`config.mk`:
```
export PLATFORM = sky130hd
export DESIGN_NAME = moving_average_range
export DESIGN_NICKNAME = d
export VERILOG_FILES = /design/src/mar_pkg.sv /design/src/mar_ctrl.sv /design/src/mar_datapath.sv /design/src/moving_average_range.sv
export SDC_FILE = /design/constraint.sdc
export NUM_CORES = 1
export LEC_CHECK = 0
export BUFFER_PORTS_ARGS = -buffer_cell sky130_fd_sc_hd__buf_4
export CAP_MARGIN = 20
export CORE_UTILIZATION = 57
export DETAILED_ROUTE_END_ITERATION = 6
export GPL_ROUTABILITY_DRIVEN = 0
export HOLD_SLACK_MARGIN = 0.08
export PLACE_DENSITY = 0.76
export SKIP_LAST_GASP = 1
export SYNTH_ARGS = -nofsm -noshare
export SYNTH_HDL_FRONTEND = slang
export SYNTH_SLANG_ARGS = --single-unit
```
`constraint.sdc`:
```
create_clock -name clock -period 5 [get_ports clock]
set_input_delay 0.25 -clock clock [delete_from_list [all_inputs] [get_ports clock]]
set_output_delay 0.25 -clock clock [all_outputs]
set_load 0.02 [all_outputs]
```
`src/mar_pkg.sv`:
```
// Package for the moving-average range block: sizes, beat types, the
// controller state type and the command and status groups.
// Depends on nothing; every other file imports it.
package mar_pkg;

   // Delay line depth and sample width.
   localparam int WINDOW_MAX  = 64;
   localparam int SAMPLE_BITS = 16;

   // Fixed widths of the register and the result field.
   localparam int CSR_BITS = 7;
   localparam int OUT_BITS = 24;
   localparam int FRAC_EXTRA = 8;

   // Derived sizes.
   localparam int ADDR_BITS = (WINDOW_MAX > 2) ? $clog2(WINDOW_MAX) : 1;
   localparam int LEN_BITS  = $clog2(WINDOW_MAX) + 1;
   localparam int EXT_BITS  = (LEN_BITS > CSR_BITS) ? LEN_BITS : CSR_BITS;
   localparam int SUM_BITS  = SAMPLE_BITS + $clog2(WINDOW_MAX) + 1;
   localparam int DIV_BITS  = SUM_BITS + FRAC_EXTRA;
   localparam int CNT_BITS  = $clog2(DIV_BITS);

   // One input beat.
   typedef struct packed {
      logic signed [SAMPLE_BITS-1:0] sample;
      logic                          last;
   } req_type;

   // One result beat.
   typedef struct packed {
      logic [OUT_BITS-1:0] avg_spread;
      logic                had_window;
   } rsp_type;

   // Controller states.
   typedef enum logic [2:0] {
      ST_IDLE,
      ST_READ,
      ST_SUM,
      ST_CMP,
      ST_LOAD,
      ST_DIV,
      ST_DONE
   } state_type;

   // Commands from the controller to the datapath.
   typedef struct packed {
      logic capture;
      logic cfg_write;
      logic mem_read;
      logic sum_update;
      logic cmp_update;
      logic div_start;
      logic div_step;
      logic out_load;
   } cmd_type;

   // Status from the datapath to the controller.
   typedef struct packed {
      logic item_last;
      logic div_last;
      logic out_busy;
   } status_type;

endpackage

```
`src/mar_ctrl.sv`:
```
// Controller of the moving-average range block: sequences one sample
// through read, sum, compare and, on the last beat, the serial divide.
// Depends on mar_pkg.
module mar_ctrl (
   input  logic               clock,
   input  logic               reset,
   input  logic               req_valid,
   output logic               req_stall,
   input  logic               csr_valid,
   output logic               csr_ready,
   input  mar_pkg::status_type status,
   output mar_pkg::cmd_type    cmd
);
   import mar_pkg::*;

   state_type state_ff;
   state_type state_in;

   // State register.
   always_ff @(posedge clock) begin
      if (reset) begin
         state_ff <= ST_IDLE;
      end else begin
         state_ff <= state_in;
      end
   end

   // Next state and commands.
   always_comb begin
      state_in  = state_ff;
      cmd       = '0;
      req_stall = 1'b1;
      csr_ready = 1'b0;
      case (state_ff)
         ST_IDLE: begin
            req_stall     = 1'b0;
            csr_ready     = 1'b1;
            cmd.cfg_write = csr_valid;
            if (req_valid) begin
               cmd.capture = 1'b1;
               state_in    = ST_READ;
            end
         end
         ST_READ: begin
            cmd.mem_read = 1'b1;
            state_in     = ST_SUM;
         end
         ST_SUM: begin
            cmd.sum_update = 1'b1;
            state_in       = ST_CMP;
         end
         ST_CMP: begin
            cmd.cmp_update = 1'b1;
            state_in       = status.item_last ? ST_LOAD : ST_IDLE;
         end
         ST_LOAD: begin
            cmd.div_start = 1'b1;
            state_in      = ST_DIV;
         end
         ST_DIV: begin
            cmd.div_step = 1'b1;
            if (status.div_last) begin
               state_in = ST_DONE;
            end
         end
         ST_DONE: begin
            // Hold the quotient until the output register is free.
            if (!status.out_busy) begin
               cmd.out_load = 1'b1;
               state_in     = ST_IDLE;
            end
         end
         default: begin
            state_in = ST_IDLE;
         end
      endcase
   end

`ifndef SYNTHESIS
   // A quotient is only loaded after the divide has run.
   assert property (@(posedge clock) disable iff (reset)
      cmd.out_load |-> $past(state_ff) == ST_DIV || $past(state_ff) == ST_DONE)
      else $error("result loaded without a finished divide");

   // The divide starts only after a compare of a last beat.
   assert property (@(posedge clock) disable iff (reset)
      cmd.div_start |-> $past(state_ff) == ST_CMP && status.item_last)
      else $error("divide started without a last beat");

   // A captured beat always goes on to the read step.
   assert property (@(posedge clock) disable iff (reset)
      cmd.capture |=> state_ff == ST_READ)
      else $error("captured beat did not enter the read step");
`endif

endmodule

```
`src/mar_datapath.sv`:
```
// Datapath of the moving-average range block: delay line memory, running
// sum, min and max window sums, restoring divider and result register.
// Depends on mar_pkg.
module mar_datapath (
   input  logic                      clock,
   input  logic                      reset,
   input  mar_pkg::cmd_type          cmd,
   output mar_pkg::status_type       status,
   input  mar_pkg::req_type          req_data,
   input  logic [mar_pkg::CSR_BITS-1:0] csr_data,
   output logic                      rsp_valid,
   input  logic                      rsp_stall,
   output mar_pkg::rsp_type          rsp_data
);
   import mar_pkg::*;

   // Delay line memory and its registered read data.
   logic signed [SAMPLE_BITS-1:0] window_mem [WINDOW_MAX];
   logic signed [SAMPLE_BITS-1:0] rd_ff;

   // Captured beat.
   req_type item_ff;

   // Record state.
   logic [LEN_BITS-1:0]  len_ff;
   logic [LEN_BITS-1:0]  len_in;
   logic [ADDR_BITS-1:0] slot_ff;
   logic [ADDR_BITS-1:0] slot_in;
   logic [LEN_BITS-1:0]  seen_ff;
   logic signed [SUM_BITS-1:0] sum_ff;
   logic signed [SUM_BITS-1:0] sum_in;
   logic signed [SUM_BITS-1:0] min_ff;
   logic signed [SUM_BITS-1:0] max_ff;
   logic full_ff;
   logic fill_ff;

   // Divider state.
   logic [DIV_BITS-1:0] quo_ff;
   logic [LEN_BITS-1:0] rem_ff;
   logic [CNT_BITS-1:0] cnt_ff;
   logic                had_ff;

   // Result register.
   logic    rsp_valid_ff;
   rsp_type rsp_data_ff;

   logic [EXT_BITS-1:0] csr_ext;
   logic signed [SUM_BITS-1:0] sample_ext;
   logic signed [SUM_BITS-1:0] drop_val;
   logic                full_now;
   logic [LEN_BITS:0]   rem_sh;
   logic [SUM_BITS-1:0] diff;

   // Effective window length: zero counts as one, large values saturate.
   always_comb begin
      csr_ext = EXT_BITS'(csr_data);
      if (csr_ext == '0) begin
         len_in = LEN_BITS'(1);
      end else if (csr_ext > EXT_BITS'(WINDOW_MAX)) begin
         len_in = LEN_BITS'(WINDOW_MAX);
      end else begin
         len_in = LEN_BITS'(csr_ext);
      end
   end

   // New window sum and next slot.
   always_comb begin
      full_now   = seen_ff >= len_ff;
      sample_ext = SUM_BITS'(item_ff.sample);
      drop_val   = full_now ? SUM_BITS'(rd_ff) : '0;
      sum_in     = sum_ff + sample_ext - drop_val;
      if (LEN_BITS'(slot_ff) == len_ff - LEN_BITS'(1)) begin
         slot_in = '0;
      end else begin
         slot_in = slot_ff + ADDR_BITS'(1);
      end
   end

   // One restoring divide step and the dividend source.
   always_comb begin
      rem_sh = {rem_ff, quo_ff[DIV_BITS-1]};
      diff   = SUM_BITS'(max_ff - min_ff);
   end

   // Delay line read and write.
   always_ff @(posedge clock) begin
      if (cmd.mem_read) begin
         rd_ff <= window_mem[slot_ff];
      end
      if (cmd.sum_update) begin
         window_mem[slot_ff] <= item_ff.sample;
      end
   end

   // Beat capture.
   always_ff @(posedge clock) begin
      if (cmd.capture) begin
         item_ff <= req_data;
      end
   end

   // Record state: window length, slot, sum, count, min and max.
   always_ff @(posedge clock) begin
      if (reset) begin
         len_ff  <= LEN_BITS'(1);
         slot_ff <= '0;
         seen_ff <= '0;
         sum_ff  <= '0;
         min_ff  <= '0;
         max_ff  <= '0;
         full_ff <= 1'b0;
         fill_ff <= 1'b0;
      end else if (cmd.cfg_write || cmd.div_start) begin
         if (cmd.cfg_write) begin
            len_ff <= len_in;
         end
         slot_ff <= '0;
         seen_ff <= '0;
         sum_ff  <= '0;
         min_ff  <= '0;
         max_ff  <= '0;
      end else if (cmd.sum_update) begin
         sum_ff  <= sum_in;
         slot_ff <= slot_in;
         full_ff <= full_now;
         fill_ff <= !full_now && (seen_ff + LEN_BITS'(1) == len_ff);
         if (!full_now) begin
            seen_ff <= seen_ff + LEN_BITS'(1);
         end
      end else if (cmd.cmp_update) begin
         // The first full window seeds both extremes.
         if (full_ff) begin
            if (sum_ff < min_ff) begin
               min_ff <= sum_ff;
            end
            if (sum_ff > max_ff) begin
               max_ff <= sum_ff;
            end
         end else if (fill_ff) begin
            min_ff <= sum_ff;
            max_ff <= sum_ff;
         end
      end
   end

   // Serial divider, one quotient bit per cycle.
   always_ff @(posedge clock) begin
      if (reset) begin
         cnt_ff <= '0;
      end else if (cmd.div_start) begin
         cnt_ff <= CNT_BITS'(DIV_BITS - 1);
      end else if (cmd.div_step && cnt_ff != '0) begin
         cnt_ff <= cnt_ff - CNT_BITS'(1);
      end
   end

   always_ff @(posedge clock) begin
      if (cmd.div_start) begin
         quo_ff <= {diff, FRAC_EXTRA'(0)};
         rem_ff <= '0;
         had_ff <= seen_ff >= len_ff;
      end else if (cmd.div_step) begin
         if (rem_sh >= {1'b0, len_ff}) begin
            rem_ff <= LEN_BITS'(rem_sh - {1'b0, len_ff});
            quo_ff <= {quo_ff[DIV_BITS-2:0], 1'b1};
         end else begin
            rem_ff <= LEN_BITS'(rem_sh);
            quo_ff <= {quo_ff[DIV_BITS-2:0], 1'b0};
         end
      end
   end

   // Result register; a load wins over the beat being taken.
   always_ff @(posedge clock) begin
      if (reset) begin
         rsp_valid_ff <= 1'b0;
      end else if (cmd.out_load) begin
         rsp_valid_ff <= 1'b1;
      end else if (!rsp_stall) begin
         rsp_valid_ff <= 1'b0;
      end
   end

   always_ff @(posedge clock) begin
      if (cmd.out_load) begin
         rsp_data_ff.avg_spread <= OUT_BITS'(quo_ff);
         rsp_data_ff.had_window <= had_ff;
      end
   end

   assign rsp_valid        = rsp_valid_ff;
   assign rsp_data         = rsp_data_ff;
   assign status.item_last = item_ff.last;
   assign status.div_last  = cnt_ff == '0;
   assign status.out_busy  = rsp_valid_ff && rsp_stall;

`ifndef SYNTHESIS
   // The write slot always stays inside the window.
   assert property (@(posedge clock) disable iff (reset)
      LEN_BITS'(slot_ff) < len_ff)
      else $error("write slot outside the window");

   // The sample count saturates at the window length.
   assert property (@(posedge clock) disable iff (reset)
      seen_ff <= len_ff)
      else $error("sample count beyond the window length");

   // The extremes never cross.
   assert property (@(posedge clock) disable iff (reset)
      min_ff <= max_ff)
      else $error("minimum window sum above maximum");
`endif

endmodule

```
`src/moving_average_range.sv`:
```
// Top level of the moving-average range block: joins the controller and
// the datapath. Depends on mar_pkg, mar_ctrl and mar_datapath.
//
// Each sample beat passes through a capture, a registered read of the
// delay line memory at the write slot, the running-sum update with the
// memory write, and the min/max compare. A beat marked last then goes on
// to the divider load, the restoring divider, which produces one quotient
// bit per cycle over SAMPLE_BITS + log2(WINDOW_MAX) + 9 bits, and the
// result load. The result waits in its own register, so the next record
// can start while it is stalled. The window length register is written
// only between beats; a write restarts the record. No clearing pass is
// needed after reset.
module moving_average_range (
   input  logic                         clock,
   input  logic                         reset,
   input  logic                         req_valid,
   output logic                         req_stall,
   input  mar_pkg::req_type             req_data,
   output logic                         rsp_valid,
   input  logic                         rsp_stall,
   output mar_pkg::rsp_type             rsp_data,
   input  logic                         csr_valid,
   output logic                         csr_ready,
   input  logic [mar_pkg::CSR_BITS-1:0] csr_data
);
   import mar_pkg::*;

   cmd_type    cmd;
   status_type status;

   // Sequencer.
   mar_ctrl u_ctrl (
      .clock     (clock),
      .reset     (reset),
      .req_valid (req_valid),
      .req_stall (req_stall),
      .csr_valid (csr_valid),
      .csr_ready (csr_ready),
      .status    (status),
      .cmd       (cmd)
   );

   // Storage and arithmetic.
   mar_datapath u_datapath (
      .clock     (clock),
      .reset     (reset),
      .cmd       (cmd),
      .status    (status),
      .req_data  (req_data),
      .csr_data  (csr_data),
      .rsp_valid (rsp_valid),
      .rsp_stall (rsp_stall),
      .rsp_data  (rsp_data)
   );

endmodule

```
==> impl_metrics.tcl <==
set metrics [dict create \
    status "completed" \
    yosys.area.top_type "edfxtp_1" \
    hold_path.class "in2reg" \
    clkPwrFrac_pct 38.4 \
    rr_startpoint "u_datapath.seen_ff[0]" \
    syn-num-nets 3445 \
    cts_root_buf "clkbuf_16" \
    port_buffers 56 \
    async_flop_share_pct 0 \
    r2r_end "u_datapath.sum_ff[17]" \
    min_from "req_data[6]" \
    synthDominantCellAreaShare_pct 67.74 \
    setup_viol 0 \
    slowest_delay_ns 0.49 \
    synth_compound_area_share_pct 13.28 \
    drv_cap 0 \
    num_vias 31195 \
    vias_per_cell 6.632 \
    postCtsSetupBuffers 0 \
    dr.pass1.iters 6 \
    synth-seq-cells 1221 \
    worst_ir_drop_vdd_uv 324.7 \
    synth_area_leaders "edfxtp_1 68%, dfxtp_1 4.7%, a22oi_1 4.6%" \
    syn_area_um2 49030 \
    seqPwrFrac_pct 51.9 \
    fin_crit_ns 4.770 \
    overflow 0 \
    cp_slowest_cell "fa_1" \
    crit_buf_inv 4 \
    critPathArrivalTime_ns 5.34 \
    yosysSeqAreaShare_pct 72.44 \
    drive_gt1_share_pct 10.96 \
    startpoint_type "flop" \
    post-dp-hpwl_um 77260 \
    fin_setup_tns_ns 0 \
    swShare_pct 23.66 \
    critPathRequiredTime_ns 5.57 \
    intPower_mw 16.73 \
    r2r_cells 21 \
    grt_setup_unrepaired "false" \
    fillers 5759 \
    post-route-drc-count 0 \
    hold_viol_final 0 \
    fin_util_pct 65.15 \
    grt_max_degree 78 \
    synth.area.mux_share_pct 1.210 \
    grt_pass1_wl_um 192100 \
    max_clock_freq_ghz 0.2096 \
    crit_family "compound AO/OA/AOI/OAI gates" \
    clk_path_buf_depth 3 \
    tightestPinTransition_ns 1.072 \
    synth_xor_area_share_pct 1.072 \
    synth_edf_count 1106 \
    wl_um 130400 \
    ant_nets 0 \
    h-tree-depth 3 \
    layout_commonest_cell "edfxtp_1" \
    power_switching_mw 5.184 \
    rows 107 \
    p_per_area_nw_per_um2 395.0 \
    fp.dieArea_um2 87190 \
    drt-initial-drc-count 4000 \
    diodes 0 \
    start_util_pct 57.58 \
    grtUsageTotal_pct 29.91 \
    synth_adder_area_share_pct 3.736 \
    synth_cells 3284 \
    leakagePower_nw 18.50 \
    critPathKind "reg2reg" \
    clk_pin_slew_ns 0.07 \
    antenna_found_initial 2 \
    synthSimpleGateAreaFrac_pct 5.574 \
    worst_path_most_repeated_cell "inv_1" \
    relSlewSlack_pct 27.90 \
    crit_chain "inv_1, ha_1, nand2b_1, a21o_1, a21o_1, a211o_1, a21oi_2, inv_1, buf_4, and2_1, fa_1, inv_1, ha_1, nand3_1, o2111ai_1, a21oi_1, o21ai_1, a21boi_0, o21bai_1, xnor2_1, o21ai_0" \
    slew_violations 0 \
    synth_ff_type "edfxtp_1" \
    syn_to_final_growth_pct 13.15 \
    cts_buffers 113 \
    regToRegSetupSlack_ns 0.23 \
    crit_path_end_kind "flop" \
    clk_latency_ns 0.73 \
    finish.net_count 3622 \
    layout_common_cells "1106 x edfxtp_1, 302 x a22oi_1, 198 x buf_4" \
    die_y_um 295.3 \
    synth.avg_cell_area_um2 14.93 \
    cts_sinks 1221 \
    synth_cell_type_count 64 \
    post_drt_wl_per_cell_um 27.73 \
    yosys_warnings 0 \
    fin_crit_sh_pct 95.41 \
    synth_top_family_by_area "compound AO/OA/AOI/OAI gates" \
    skew_ns 0.08018 \
    core_area_um2 85150 \
    ios 57 \
    die_x_um 295.3 \
    combPwrFrac_pct 9.7 \
    crit_fanout 15 \
    grt_pass1_vias 30878 \
    holdPathStages 2 \
    cts_tree "built" \
    whs_endpoint "u_datapath.item_ff[6]" \
]
## cells in the mapped netlist (all sizes together) (22+ instances only)
| cell | count |
|---|---|
| a21oi | 131 |
| a22oi | 302 |
| nor3 | 24 |
| a22o | 107 |
| fa | 24 |
| ha | 108 |
| nor2 | 133 |
| buf | 73 |
| inv | 159 |
| and2 | 22 |
| nand2 | 188 |
| xor2 | 30 |
| clkbuf | 105 |
| mux2i | 57 |
| nand3 | 65 |
| a221oi | 109 |
| a21o | 34 |
| dfxtp | 115 |
| edfxtp | 1106 |
| nand4 | 42 |
| o21ai | 48 |
| a31oi | 100 |
| xnor2 | 30 |
## cells by family (layout without fill, tap and decap cells)
family                   after synthesis  after routing
AO/OA/AOI/OAI                        900            900
multiplexers                          59             59
XOR/XNOR                              60             60
AND/OR/NAND/NOR                      575            575
buffers and inverters                337            613
adder cells (fa/ha/maj)              132            132
flip-flops                          1221           1221
## layout make-up
cell class | instances | area (um2) | area share [%]
timing repair buffer | 240 | 2027 | 3.654
tap | 1144 | 1431 | 2.580
clock inverter | 73 | 695.7 | 1.254
sequential | 1221 | 35520 | 64.02
multi-input combinational | 1726 | 12270 | 22.11
inverter | 159 | 596.8 | 1.076
clock buffer | 141 | 2943 | 5.305
## layer usage
metal	part of all wire (%)	up-vias	wire length, um	GRT usage, %
li1	-	13307	-	-
met1	36	15434	46820	37.64
met2	48	2028	62790	49.06
met3	10	422	13230	5.766
met4	5.8	4	7578	16.53
met5	0.024	-	31	0
## state kept, by name, summed over array words and instances (netlist names), 6 cells and up
name / cells
u_datapath.item_ff: 16
u_datapath.rem_ff: 7
u_datapath.window_mem: 1024
u_datapath.min_ff: 23
u_datapath.slot_ff: 6
u_datapath.len_ff: 7
u_datapath.seen_ff: 7
u_datapath.sum_ff: 23
u_datapath.max_ff: 23
u_datapath.quo_ff: 31
u_datapath.rd_ff: 16
u_datapath.rsp_data: 25
## worst max-delay path by stage
stage,startpoint,cells after the start,to
after detailed placement,u_datapath.seen_ff[0],21,u_datapath.sum_ff[17]
after global placement,u_datapath.seen_ff[0],21,u_datapath.sum_ff[22]
final,u_datapath.seen_ff[0],21,u_datapath.sum_ff[17]
after global routing,u_datapath.seen_ff[0],21,u_datapath.sum_ff[22]
after CTS,u_datapath.seen_ff[0],21,u_datapath.sum_ff[17]
after floorplan,u_datapath.seen_ff[0],23,u_datapath.sum_ff[22]
## what timing repair did
action / CTS / global route
setup endpoints to repair: 0 / 5
hold endpoints to repair: 35 / 0
hold buffers: 30 / 0
resized for setup: 0 / 3
## metrics by stage
step / total power [mW] / worst slack, ns / instance area (um2) / hold slack [ns] / cells
after CTS: 21.90 / 0.1514 / 55450 / 0.2334 / 4703
after detailed placement: 13.62 / 0.1575 / 51510 / 0.4308 / 4459
after global placement: 13.51 / 0.3064 / 51510 / 0.4308 / 4459
after floorplan: 12.97 / 0.3484 / 49030 / 0.3489 / 3284
after global routing: 22.53 / 0.003505 / 55480 / 0.2543 / 4704
final: 21.91 / 0.2297 / 55480 / 0.2629 / 4704
## power by group through the flow
stage / registers [mW] / clock network, mW / logic, mW
floorplan: 11.6 / 0 / 1.33
global placement: 11.6 / 0 / 1.93
detailed placement: 11.6 / 0 / 2.04
CTS: 11.4 / 8.46 / 2.08
global route: 11.4 / 8.85 / 2.31
finish: 11.4 / 8.42 / 2.13
(Power assumes the default switching activity.)
